===== config.mk =====
export PLATFORM = sky130hd
export DESIGN_NAME = extended_float_add_sub
export DESIGN_NICKNAME = d
export VERILOG_FILES = /design/src/efas_pkg.sv /design/src/extended_float_add_sub.sv /design/src/efas_normalize.sv
export SDC_FILE = /design/constraint.sdc
export NUM_CORES = 2
export LEC_CHECK = 0
export ABC_AREA = 1
export BUFFER_PORTS_ARGS = -buffer_cell sky130_fd_sc_hd__buf_2
export CAP_MARGIN = 20
export CELL_PAD_IN_SITES_DETAIL_PLACEMENT = 1
export CELL_PAD_IN_SITES_GLOBAL_PLACEMENT = 2
export CORE_MARGIN = 3
export CORE_UTILIZATION = 37
export DETAILED_ROUTE_END_ITERATION = 7
export PLACE_DENSITY = 0.89
export REMOVE_ABC_BUFFERS = 1
export SLEW_MARGIN = 20
export SYNTH_ARGS = -nofsm -noshare
export SYNTH_HDL_FRONTEND = slang
export SYNTH_HIERARCHICAL = 1
export SYNTH_SLANG_ARGS = --single-unit

===== constraint.sdc =====
create_clock -name clock -period 9.03 [get_ports clock]
set_clock_uncertainty 0.2 [all_clocks]
set_input_delay 0.903 -clock clock [delete_from_list [all_inputs] [get_ports clock]]
set_output_delay 0.903 -clock clock [all_outputs]
set_load 0.02 [all_outputs]

===== src/efas_pkg.sv =====
// Shared types and constants for the extended-precision adder/subtractor.
// No dependencies; imported by efas_normalize and extended_float_add_sub.
`timescale 1ns / 1ps

package efas_pkg;

   localparam int MantWidth     = 64;
   localparam int MantPortWidth = 64;
   localparam int ExpWidth      = 15;
   localparam logic [ExpWidth-1:0] ExpMax = {ExpWidth{1'b1}};

   localparam int DiffWidth    = ExpWidth + 1;
   localparam int WideWidth    = 2 * MantWidth;
   localparam int ShiftWidth   = $clog2(MantWidth + 1);
   localparam int PosWidth     = $clog2(WideWidth);
   localparam int ExpCalcWidth = ExpWidth + 2;

   // leading-one search runs in groups: encode inside groups, then pick a group
   localparam int GroupWidth = 8;
   localparam int GroupBits  = $clog2(GroupWidth);
   localparam int NumGroups  = (WideWidth + GroupWidth - 1) / GroupWidth;
   localparam int PadWidth   = NumGroups * GroupWidth;

   typedef struct packed {
      logic                 valid;
      logic                 far;
      logic                 eff_sub;
      logic                 sign;
      logic [ExpWidth-1:0]  exp;
      logic [WideWidth-1:0] v;
   } efas_sum_type;

   typedef struct packed {
      logic                 valid;
      logic                 sign;
      logic [ExpWidth-1:0]  exponent;
      logic [MantWidth-1:0] mantissa;
      logic                 overflow;
   } efas_result_type;

endpackage


===== src/extended_float_add_sub.sv =====
// Top level of the extended-precision adder/subtractor: operand swap, alignment
// and add/subtract stages. Depends on efas_pkg and efas_normalize.
`timescale 1ns / 1ps
// Result: rsp_valid is high for one cycle once an accepted start has passed all
//   register stages.
// Throughput: one operation per cycle while busy is low, six register stages, no stalls; the receiver
//   cannot hold results off, so nothing ever waits.
// Reset: synchronous, active high; clears all stage valid bits. busy is a registered copy
//   of reset, so it is also high in the cycle after reset drops.

module extended_float_add_sub
   import efas_pkg::*;
(
   input  logic                     clock,
   input  logic                     reset,
   input  logic                     start,
   output logic                     busy,
   input  logic                     req_a_sign,
   input  logic [ExpWidth-1:0]      req_a_exponent,
   input  logic [MantPortWidth-1:0] req_a_mantissa,
   input  logic                     req_b_sign,
   input  logic [ExpWidth-1:0]      req_b_exponent,
   input  logic [MantPortWidth-1:0] req_b_mantissa,
   output logic                     rsp_valid,
   output logic                     rsp_sum_sign,
   output logic [ExpWidth-1:0]      rsp_sum_exponent,
   output logic [MantPortWidth-1:0] rsp_sum_mantissa,
   output logic                     rsp_exponent_overflow
);

   logic busy_ff, busy_in;
   logic accept;

   assign busy_in = reset;
   assign accept  = start & ~busy_ff;
   assign busy    = busy_ff;

   always_ff @(posedge clock) begin
      busy_ff <= busy_in;
   end

   // ---------------------------------------------------------------------------
   // Stage 1: exponent difference and swap. The operand with the larger exponent
   // becomes "big" and is the one shifted left by the difference. For far
   // exponents the shift is forced to zero so the big operand rides the whole
   // pipe unchanged, and the exponent slot carries its exponent instead of the
   // smaller one.
   // ---------------------------------------------------------------------------
   logic [MantWidth-1:0]  ma, mb;
   logic [DiffWidth-1:0]  diff, absdiff;
   logic                  swap, far;

   logic                  s1_valid_ff, s1_far_ff, s1_far_in;
   logic                  s1_sbig_ff, s1_sbig_in, s1_ssmall_ff, s1_ssmall_in;
   logic [ExpWidth-1:0]   s1_exp_ff, s1_exp_in;
   logic [ShiftWidth-1:0] s1_shift_ff, s1_shift_in;
   logic [MantWidth-1:0]  s1_big_ff, s1_big_in, s1_small_ff, s1_small_in;

   always_comb begin
      ma      = req_a_mantissa[MantWidth-1:0];
      mb      = req_b_mantissa[MantWidth-1:0];
      diff    = DiffWidth'(req_a_exponent) - DiffWidth'(req_b_exponent);
      swap    = diff[DiffWidth-1];
      absdiff = swap ? (~diff + DiffWidth'(1)) : diff;
      far     = absdiff > DiffWidth'(MantWidth);

      s1_far_in    = far;
      s1_sbig_in   = swap ? req_b_sign : req_a_sign;
      s1_ssmall_in = swap ? req_a_sign : req_b_sign;
      s1_big_in    = swap ? mb : ma;
      s1_small_in  = swap ? ma : mb;
      s1_shift_in  = far ? '0 : absdiff[ShiftWidth-1:0];
      if (far) begin
         s1_exp_in = swap ? req_b_exponent : req_a_exponent;
      end else begin
         s1_exp_in = swap ? req_a_exponent : req_b_exponent;
      end
   end

   always_ff @(posedge clock) begin
      if (reset) begin
         s1_valid_ff <= 1'b0;
      end else begin
         s1_valid_ff <= accept;
      end
      s1_far_ff    <= s1_far_in;
      s1_sbig_ff   <= s1_sbig_in;
      s1_ssmall_ff <= s1_ssmall_in;
      s1_exp_ff    <= s1_exp_in;
      s1_shift_ff  <= s1_shift_in;
      s1_big_ff    <= s1_big_in;
      s1_small_ff  <= s1_small_in;
   end

   // ---------------------------------------------------------------------------
   // Stage 2: align. Big mantissa shifted left into the double-width window.
   // ---------------------------------------------------------------------------
   logic                 s2_valid_ff, s2_far_ff, s2_sbig_ff, s2_ssmall_ff;
   logic [ExpWidth-1:0]  s2_exp_ff;
   logic [WideWidth-1:0] s2_big_ff, s2_big_in;
   logic [MantWidth-1:0] s2_small_ff;

   assign s2_big_in = WideWidth'(s1_big_ff) << s1_shift_ff;

   always_ff @(posedge clock) begin
      if (reset) begin
         s2_valid_ff <= 1'b0;
      end else begin
         s2_valid_ff <= s1_valid_ff;
      end
      s2_far_ff    <= s1_far_ff;
      s2_sbig_ff   <= s1_sbig_ff;
      s2_ssmall_ff <= s1_ssmall_ff;
      s2_exp_ff    <= s1_exp_ff;
      s2_big_ff    <= s2_big_in;
      s2_small_ff  <= s1_small_ff;
   end

   // ---------------------------------------------------------------------------
   // Stage 3: add or subtract. Both differences are formed in parallel and the
   // borrow of big - small picks the non-negative one, which also settles the
   // sign. The window never carries out: a 64-bit value shifted by at most 64
   // plus a 64-bit value fits in 128 bits.
   // ---------------------------------------------------------------------------
   logic                 eff_sub, big_lt;
   logic [WideWidth:0]   d_big;
   logic [WideWidth-1:0] small_w, d_small, add_w;
   efas_sum_type         s3_ff, s3_in;

   always_comb begin
      small_w = WideWidth'(s2_small_ff);
      eff_sub = s2_sbig_ff ^ s2_ssmall_ff;
      d_big   = {1'b0, s2_big_ff} - {1'b0, small_w};
      big_lt  = d_big[WideWidth];
      d_small = small_w - s2_big_ff;
      add_w   = s2_big_ff + small_w;

      s3_in.valid   = s2_valid_ff;
      s3_in.far     = s2_far_ff;
      s3_in.eff_sub = eff_sub;
      s3_in.exp     = s2_exp_ff;
      s3_in.sign    = (eff_sub && big_lt && !s2_far_ff) ? s2_ssmall_ff : s2_sbig_ff;
      priority if (s2_far_ff) begin
         s3_in.v = s2_big_ff;
      end else if (!eff_sub) begin
         s3_in.v = add_w;
      end else if (big_lt) begin
         s3_in.v = d_small;
      end else begin
         s3_in.v = d_big[WideWidth-1:0];
      end
   end

   always_ff @(posedge clock) begin
      if (reset) begin
         s3_ff.valid <= 1'b0;
      end else begin
         s3_ff.valid <= s3_in.valid;
      end
      s3_ff.far     <= s3_in.far;
      s3_ff.eff_sub <= s3_in.eff_sub;
      s3_ff.sign    <= s3_in.sign;
      s3_ff.exp     <= s3_in.exp;
      s3_ff.v       <= s3_in.v;
   end

   // ---------------------------------------------------------------------------
   // Stages 4..6: leading one, normalize, exponent adjust and special cases.
   // ---------------------------------------------------------------------------
   efas_result_type result;

   efas_normalize u_normalize (
      .clock      (clock),
      .reset      (reset),
      .sum_in     (s3_ff),
      .result_out (result)
   );

   assign rsp_valid             = result.valid;
   assign rsp_sum_sign          = result.sign;
   assign rsp_sum_exponent      = result.exponent;
   assign rsp_sum_mantissa      = MantPortWidth'(result.mantissa);
   assign rsp_exponent_overflow = result.overflow;

   a_latency: assert property (@(posedge clock) disable iff (reset)
      accept |-> ##6 rsp_valid)
      else $error("accepted transfer produced no result");

   a_no_phantom: assert property (@(posedge clock) disable iff (reset)
      !accept |-> ##6 !rsp_valid)
      else $error("result strobe without an accepted transfer");

   a_overflow_sat: assert property (@(posedge clock) disable iff (reset)
      rsp_valid && rsp_exponent_overflow |->
         rsp_sum_exponent == ExpMax && rsp_sum_mantissa == MantPortWidth'({MantWidth{1'b1}}))
      else $error("overflow without saturated result");

endmodule


===== src/efas_normalize.sv =====
// Leading-one search, normalization and exponent adjust: three register stages.
// Depends on efas_pkg.
`timescale 1ns / 1ps

module efas_normalize
   import efas_pkg::*;
(
   input  logic            clock,
   input  logic            reset,
   input  efas_sum_type    sum_in,
   output efas_result_type result_out
);

   // stage 4: per-group encode
   efas_sum_type                   s4_ff;
   logic [NumGroups-1:0]           s4_nz_ff, s4_nz_in;
   logic [NumGroups-1:0][GroupBits-1:0] s4_pos_ff, s4_pos_in;
   logic [PadWidth-1:0]            padded;

   always_comb begin
      padded = PadWidth'(sum_in.v);
      for (int g = 0; g < NumGroups; g++) begin
         s4_nz_in[g]  = |padded[g*GroupWidth +: GroupWidth];
         s4_pos_in[g] = '0;
         for (int b = 0; b < GroupWidth; b++) begin
            if (padded[g*GroupWidth + b]) begin
               s4_pos_in[g] = GroupBits'(b);
            end
         end
      end
   end

   always_ff @(posedge clock) begin
      if (reset) begin
         s4_ff.valid <= 1'b0;
      end else begin
         s4_ff.valid <= sum_in.valid;
      end
      s4_ff.far     <= sum_in.far;
      s4_ff.eff_sub <= sum_in.eff_sub;
      s4_ff.sign    <= sum_in.sign;
      s4_ff.exp     <= sum_in.exp;
      s4_ff.v       <= sum_in.v;
      s4_nz_ff      <= s4_nz_in;
      s4_pos_ff     <= s4_pos_in;
   end

   // stage 5: pick the top nonzero group
   efas_sum_type        s5_ff;
   logic [PosWidth-1:0] s5_p_ff, s5_p_in;
   logic                s5_zero_ff, s5_zero_in;

   always_comb begin
      s5_p_in    = '0;
      s5_zero_in = ~|s4_nz_ff;
      for (int g = 0; g < NumGroups; g++) begin
         if (s4_nz_ff[g]) begin
            s5_p_in = PosWidth'(g * GroupWidth + int'(s4_pos_ff[g]));
         end
      end
   end

   always_ff @(posedge clock) begin
      if (reset) begin
         s5_ff.valid <= 1'b0;
      end else begin
         s5_ff.valid <= s4_ff.valid;
      end
      s5_ff.far     <= s4_ff.far;
      s5_ff.eff_sub <= s4_ff.eff_sub;
      s5_ff.sign    <= s4_ff.sign;
      s5_ff.exp     <= s4_ff.exp;
      s5_ff.v       <= s4_ff.v;
      s5_p_ff       <= s5_p_in;
      s5_zero_ff    <= s5_zero_in;
   end

   // stage 6: shift the leading one to the top, adjust the exponent
   efas_result_type          res_ff, res_in;
   logic                     far_ff;
   logic [PosWidth-1:0]      lshift;
   logic [WideWidth-1:0]     norm;
   logic signed [ExpCalcWidth-1:0] re;

   always_comb begin
      lshift = PosWidth'(WideWidth - 1) - s5_p_ff;
      norm   = s5_ff.v << lshift;
      re     = signed'(ExpCalcWidth'(s5_ff.exp)) + signed'(ExpCalcWidth'(s5_p_ff))
               - signed'(ExpCalcWidth'(MantWidth - 1));

      res_in.valid    = s5_ff.valid;
      res_in.sign     = s5_ff.sign;
      res_in.exponent = re[ExpWidth-1:0];
      res_in.mantissa = norm[WideWidth-1 -: MantWidth];
      res_in.overflow = 1'b0;
      priority if (s5_ff.far) begin
         res_in.exponent = s5_ff.exp;
         res_in.mantissa = s5_ff.v[MantWidth-1:0];
      end else if (s5_zero_ff) begin
         // exact cancellation gives +0
         res_in.sign     = s5_ff.sign & ~s5_ff.eff_sub;
         res_in.exponent = '0;
         res_in.mantissa = '0;
      end else if (re > signed'(ExpCalcWidth'(ExpMax))) begin
         res_in.exponent = ExpMax;
         res_in.mantissa = '1;
         res_in.overflow = 1'b1;
      end else if (re[ExpCalcWidth-1]) begin
         // underflow flushes to zero, sign kept
         res_in.exponent = '0;
         res_in.mantissa = '0;
      end else begin
         // exponent in range: normalized defaults stand
      end
   end

   always_ff @(posedge clock) begin
      if (reset) begin
         res_ff.valid <= 1'b0;
      end else begin
         res_ff.valid <= res_in.valid;
      end
      res_ff.sign     <= res_in.sign;
      res_ff.exponent <= res_in.exponent;
      res_ff.mantissa <= res_in.mantissa;
      res_ff.overflow <= res_in.overflow;
      far_ff          <= s5_ff.far;
   end

   assign result_out = res_ff;

   a_lead_found: assert property (@(posedge clock) disable iff (reset)
      s5_ff.valid && !s5_zero_ff |-> s5_ff.v[s5_p_ff])
      else $error("leading-one position does not point at a set bit");

   a_zero_true: assert property (@(posedge clock) disable iff (reset)
      s5_ff.valid && s5_zero_ff |-> s5_ff.v == '0)
      else $error("zero flagged on a nonzero sum");

   a_normalized: assert property (@(posedge clock) disable iff (reset)
      res_ff.valid && !far_ff && res_ff.mantissa != '0 |-> res_ff.mantissa[MantWidth-1])
      else $error("result mantissa not normalized");

endmodule

==> impl_metrics.ini <==
[run_status]
outcome = finished clean

[timing]
clock.fmax_ghz = 0.185
slew-limit-headroom_pct = 9.24
layout_min_cycle_time_ns = 5.42
hold_violations = 0
slew_viol_final = 0
worst_slew_pin_slew_ns = 1.35
fin_tns_setup_ns = 0
rsz0062_at_grt = no
holdWs_ns = 0.105
setup_viol = 0
post-route-period-util_pct = 60.0

[clocking]
postCtsHoldBufs = 0
clk_pin_slew_ns = 0.07
clockBufferDepth = 3
cts_resized = 0
clkSinkCount = 961
ctsRootBufferMaster = clkbuf_16
cts_tree = yes
cts_buffers = 108
htree_levels = 3
worstSkewPairLatency_ns = 0.80
cts_setup_buffers = 0

[power_and_ir_drop]
power.density_nw_per_um2 = 308
switchingPower_mw = 11.4
sw_frac_of_total_pct = 52.9
internal-power_mw = 10.1
combPwrFrac_pct = 53.2
p_leak_nw = 33.7
clockPowerShare_pct = 21.9
max-vdd-ir-drop_mv = 0.210
finalPower_mw = 21.5
p_seq_share_pct = 25.0

[floorplanning]
die_h_um = 421
start_util_pct = 37.4
die_w_um = 421
io_pins = 246
core_area_um2 = 170000
rows = 151
die_area_um2 = 177000

[critical_path]
required_ns = 9.41
worstPathArrival_ns = 5.79
crit_slowest_cell = clkinv_2
path_class = reg -> reg
crit_top_cell = ha_1
worstSetupEndpointType = register
cp_num_buf_inv = 3
crit_path_cell_trace = clkinv_2 > ha_1 > inv_1 > ha_1 > fa_1 > a21oi_1 > o21ai_0 > nand2_1 > nand2_4 > buf_4 > nand3_1
worst-path-max-fanout = 72
path_delay_family = buffers and inverters
start_kind = register
slowest_delay_ns = 0.99

[global_routing]
track_usage_pct = 40.8
grt_first_pass_wirelength_mm = 520
grt.overflow.total = 0
grt_max_degree = 131
antenna_found_initial = 21
grt_pass1_vias = 73600

[final_layout]
multi_input_comb_area_um2 = 37800
syn_to_final_growth_pct = 9.90
layout_common_cells = nand2_1, nand3_1, inv_1
final_nets = 10800
register_area_um2 = 19300
drive_gt1_share_pct = 6.29
n_fill_cell = 22800
final_common_cell = nand2_1

[synthesis]
yosys_warnings = 6
synth_seq_cells = 961
yosysSeqAreaShare_pct = 30.2
ys_async_sr_fraction_pct = 0
synth-edff-count = 0
yosysUniqueCellTypes = 61
synth-main-ff-cell = dfxtp_1
synth_cells = 10400
yosys-top-cells-area = dfxtp_1, nand2_1, nand3_1
yosysTopAreaCell = dfxtp_1
synth_area_um2 = 63600
synth_top_area_share_pct = 30.2
avgSynthCellArea_um2 = 6.10

[route]
wl_mm = 371
drc = 0
wl_per_cell_um = 29.2
viasPerCell = 5.79
dr.pass1.iters = 5
drt_iter0_markers = 7077
vias = 73600
drtAntennaViolNets = 0

[placed_design]
dpl.hpwl_mm = 305
port_buffers = 245
routabilityCongestion = 1.06

[flow_run]
max-cap-violations = 0

[min_path]
hp-class = reg -> reg
## Yosys cell counts (20+ instances only)
cell	number
a21boi_0	25
a21oi_1	475
a31oi_1	40
buf_1	77
buf_2	101
buf_4	47
clkbuf_1	240
dfxtp_1	961
ha_1	230
inv_1	1144
inv_2	20
mux2i_1	25
nand2_1	3002
nand3_1	1575
nand4_1	94
nor2_1	1002
nor3_1	87
nor4_1	42
o21a_1	21
o21ai_0	740
o21bai_1	37
o221ai_1	27
o22ai_1	32
xor2_1	156
## power groups by stage
| stage | Clock, mW | Sequential [mW] | Combinational [mW] |
|---|---|---|---|
| 5_1_grt | 4.93 | 5.40 | 12.1 |
| 3_5_place_dp | 0 | 5.42 | 10.8 |
| 3_3_place_gp | 0 | 5.39 | 10.7 |
| 2_1_floorplan | 0 | 5.31 | 6.27 |
| 4_1_cts | 4.75 | 5.33 | 10.9 |
| 6_report | 4.70 | 5.37 | 11.4 |
## worst reg2reg max path, stage by stage (launching register included)
cell      delay, ns
dfxtp_4        0.89
clkinv_2       1.04
ha_1           0.55
inv_1          0.06
ha_1           0.22
fa_1           0.28
a21oi_1        0.15
o21ai_0        0.35
nand2_1        0.16
nand2_4        0.22
buf_4          0.69
nand3_1        0.41
## routing by layer
metal	track usage [%]	routed length [um]
met1	50.7	149000
met2	63.9	162000
met3	7.23	29800
met4	28.3	30000
met5	0	48
## kinds of logic after synthesis
kind of cell | after synthesis | synth area share (%)
mux | 25 | 0.393
compound gates | 1481 | 12.6
flops | 961 | 30.2
xor+xnor | 169 | 2.33
simple gates | 5907 | 39.3
fa+ha+maj | 235 | 4.68
buf+inv | 1649 | 10.4
## path summary, 6_finish.rpt
kind / from / end / slack [ns] / cells after the start
setup / recovery: u_normalize/s5_p_ff[0] / u_normalize/result_out[11] / 3.61 / 11
hold / removal: s3_ff[131] / u_normalize/s4_ff[131] / 0.11 / 0
setup reg to reg: u_normalize/s5_p_ff[0] / u_normalize/result_out[11] / 3.61 / 11
hold reg to reg: s3_ff[131] / u_normalize/s4_ff[131] / 0.11 / 0
## flip-flops by register name, indices dropped and copies added, names as in the netlist, 7 cells and up
| signal | count |
|---|---|
| s1_shift_ff | 7 |
| u_normalize/s4_pos_ff | 48 |
| u_normalize/s5_p_ff | 7 |
| s2_small_ff | 64 |
| u_normalize/s4_ff | 147 |
| s1_small_ff | 64 |
| s3_ff | 147 |
| u_normalize/s5_ff | 146 |
| u_normalize/s4_nz_ff | 16 |
| s1_big_ff | 64 |
| s2_exp_ff | 15 |
| s2_big_ff | 128 |
| u_normalize/result_out | 82 |
| s1_exp_ff | 15 |
## final cells by class
type / count / share of cell area [%]
multi-input cells: 7817 / 54.0
flip-flops and latches: 961 / 27.6
inverters: 1169 / 6.29
clock buffers: 138 / 4.30
well taps: 2218 / 3.97
repair buffers: 336 / 2.77
clock inverters: 64 / 1.04
diodes: 7 / 0.0251
## through the flow
stage | area [um2] | setup slack, ns | utilization [%] | std cells
finish | 69900 | 3.61 | 41.1 | 12700
global placement | 66200 | 3.84 | 38.9 | 12500
global route | 69900 | 3.48 | 41.1 | 12700
floorplan | 61400 | -1.95 | - | 9947
CTS | 69900 | 3.85 | 41.1 | 12700
detailed placement | 66200 | 3.88 | 38.9 | 12500
Note: power is estimated with default switching activity, not from simulation.
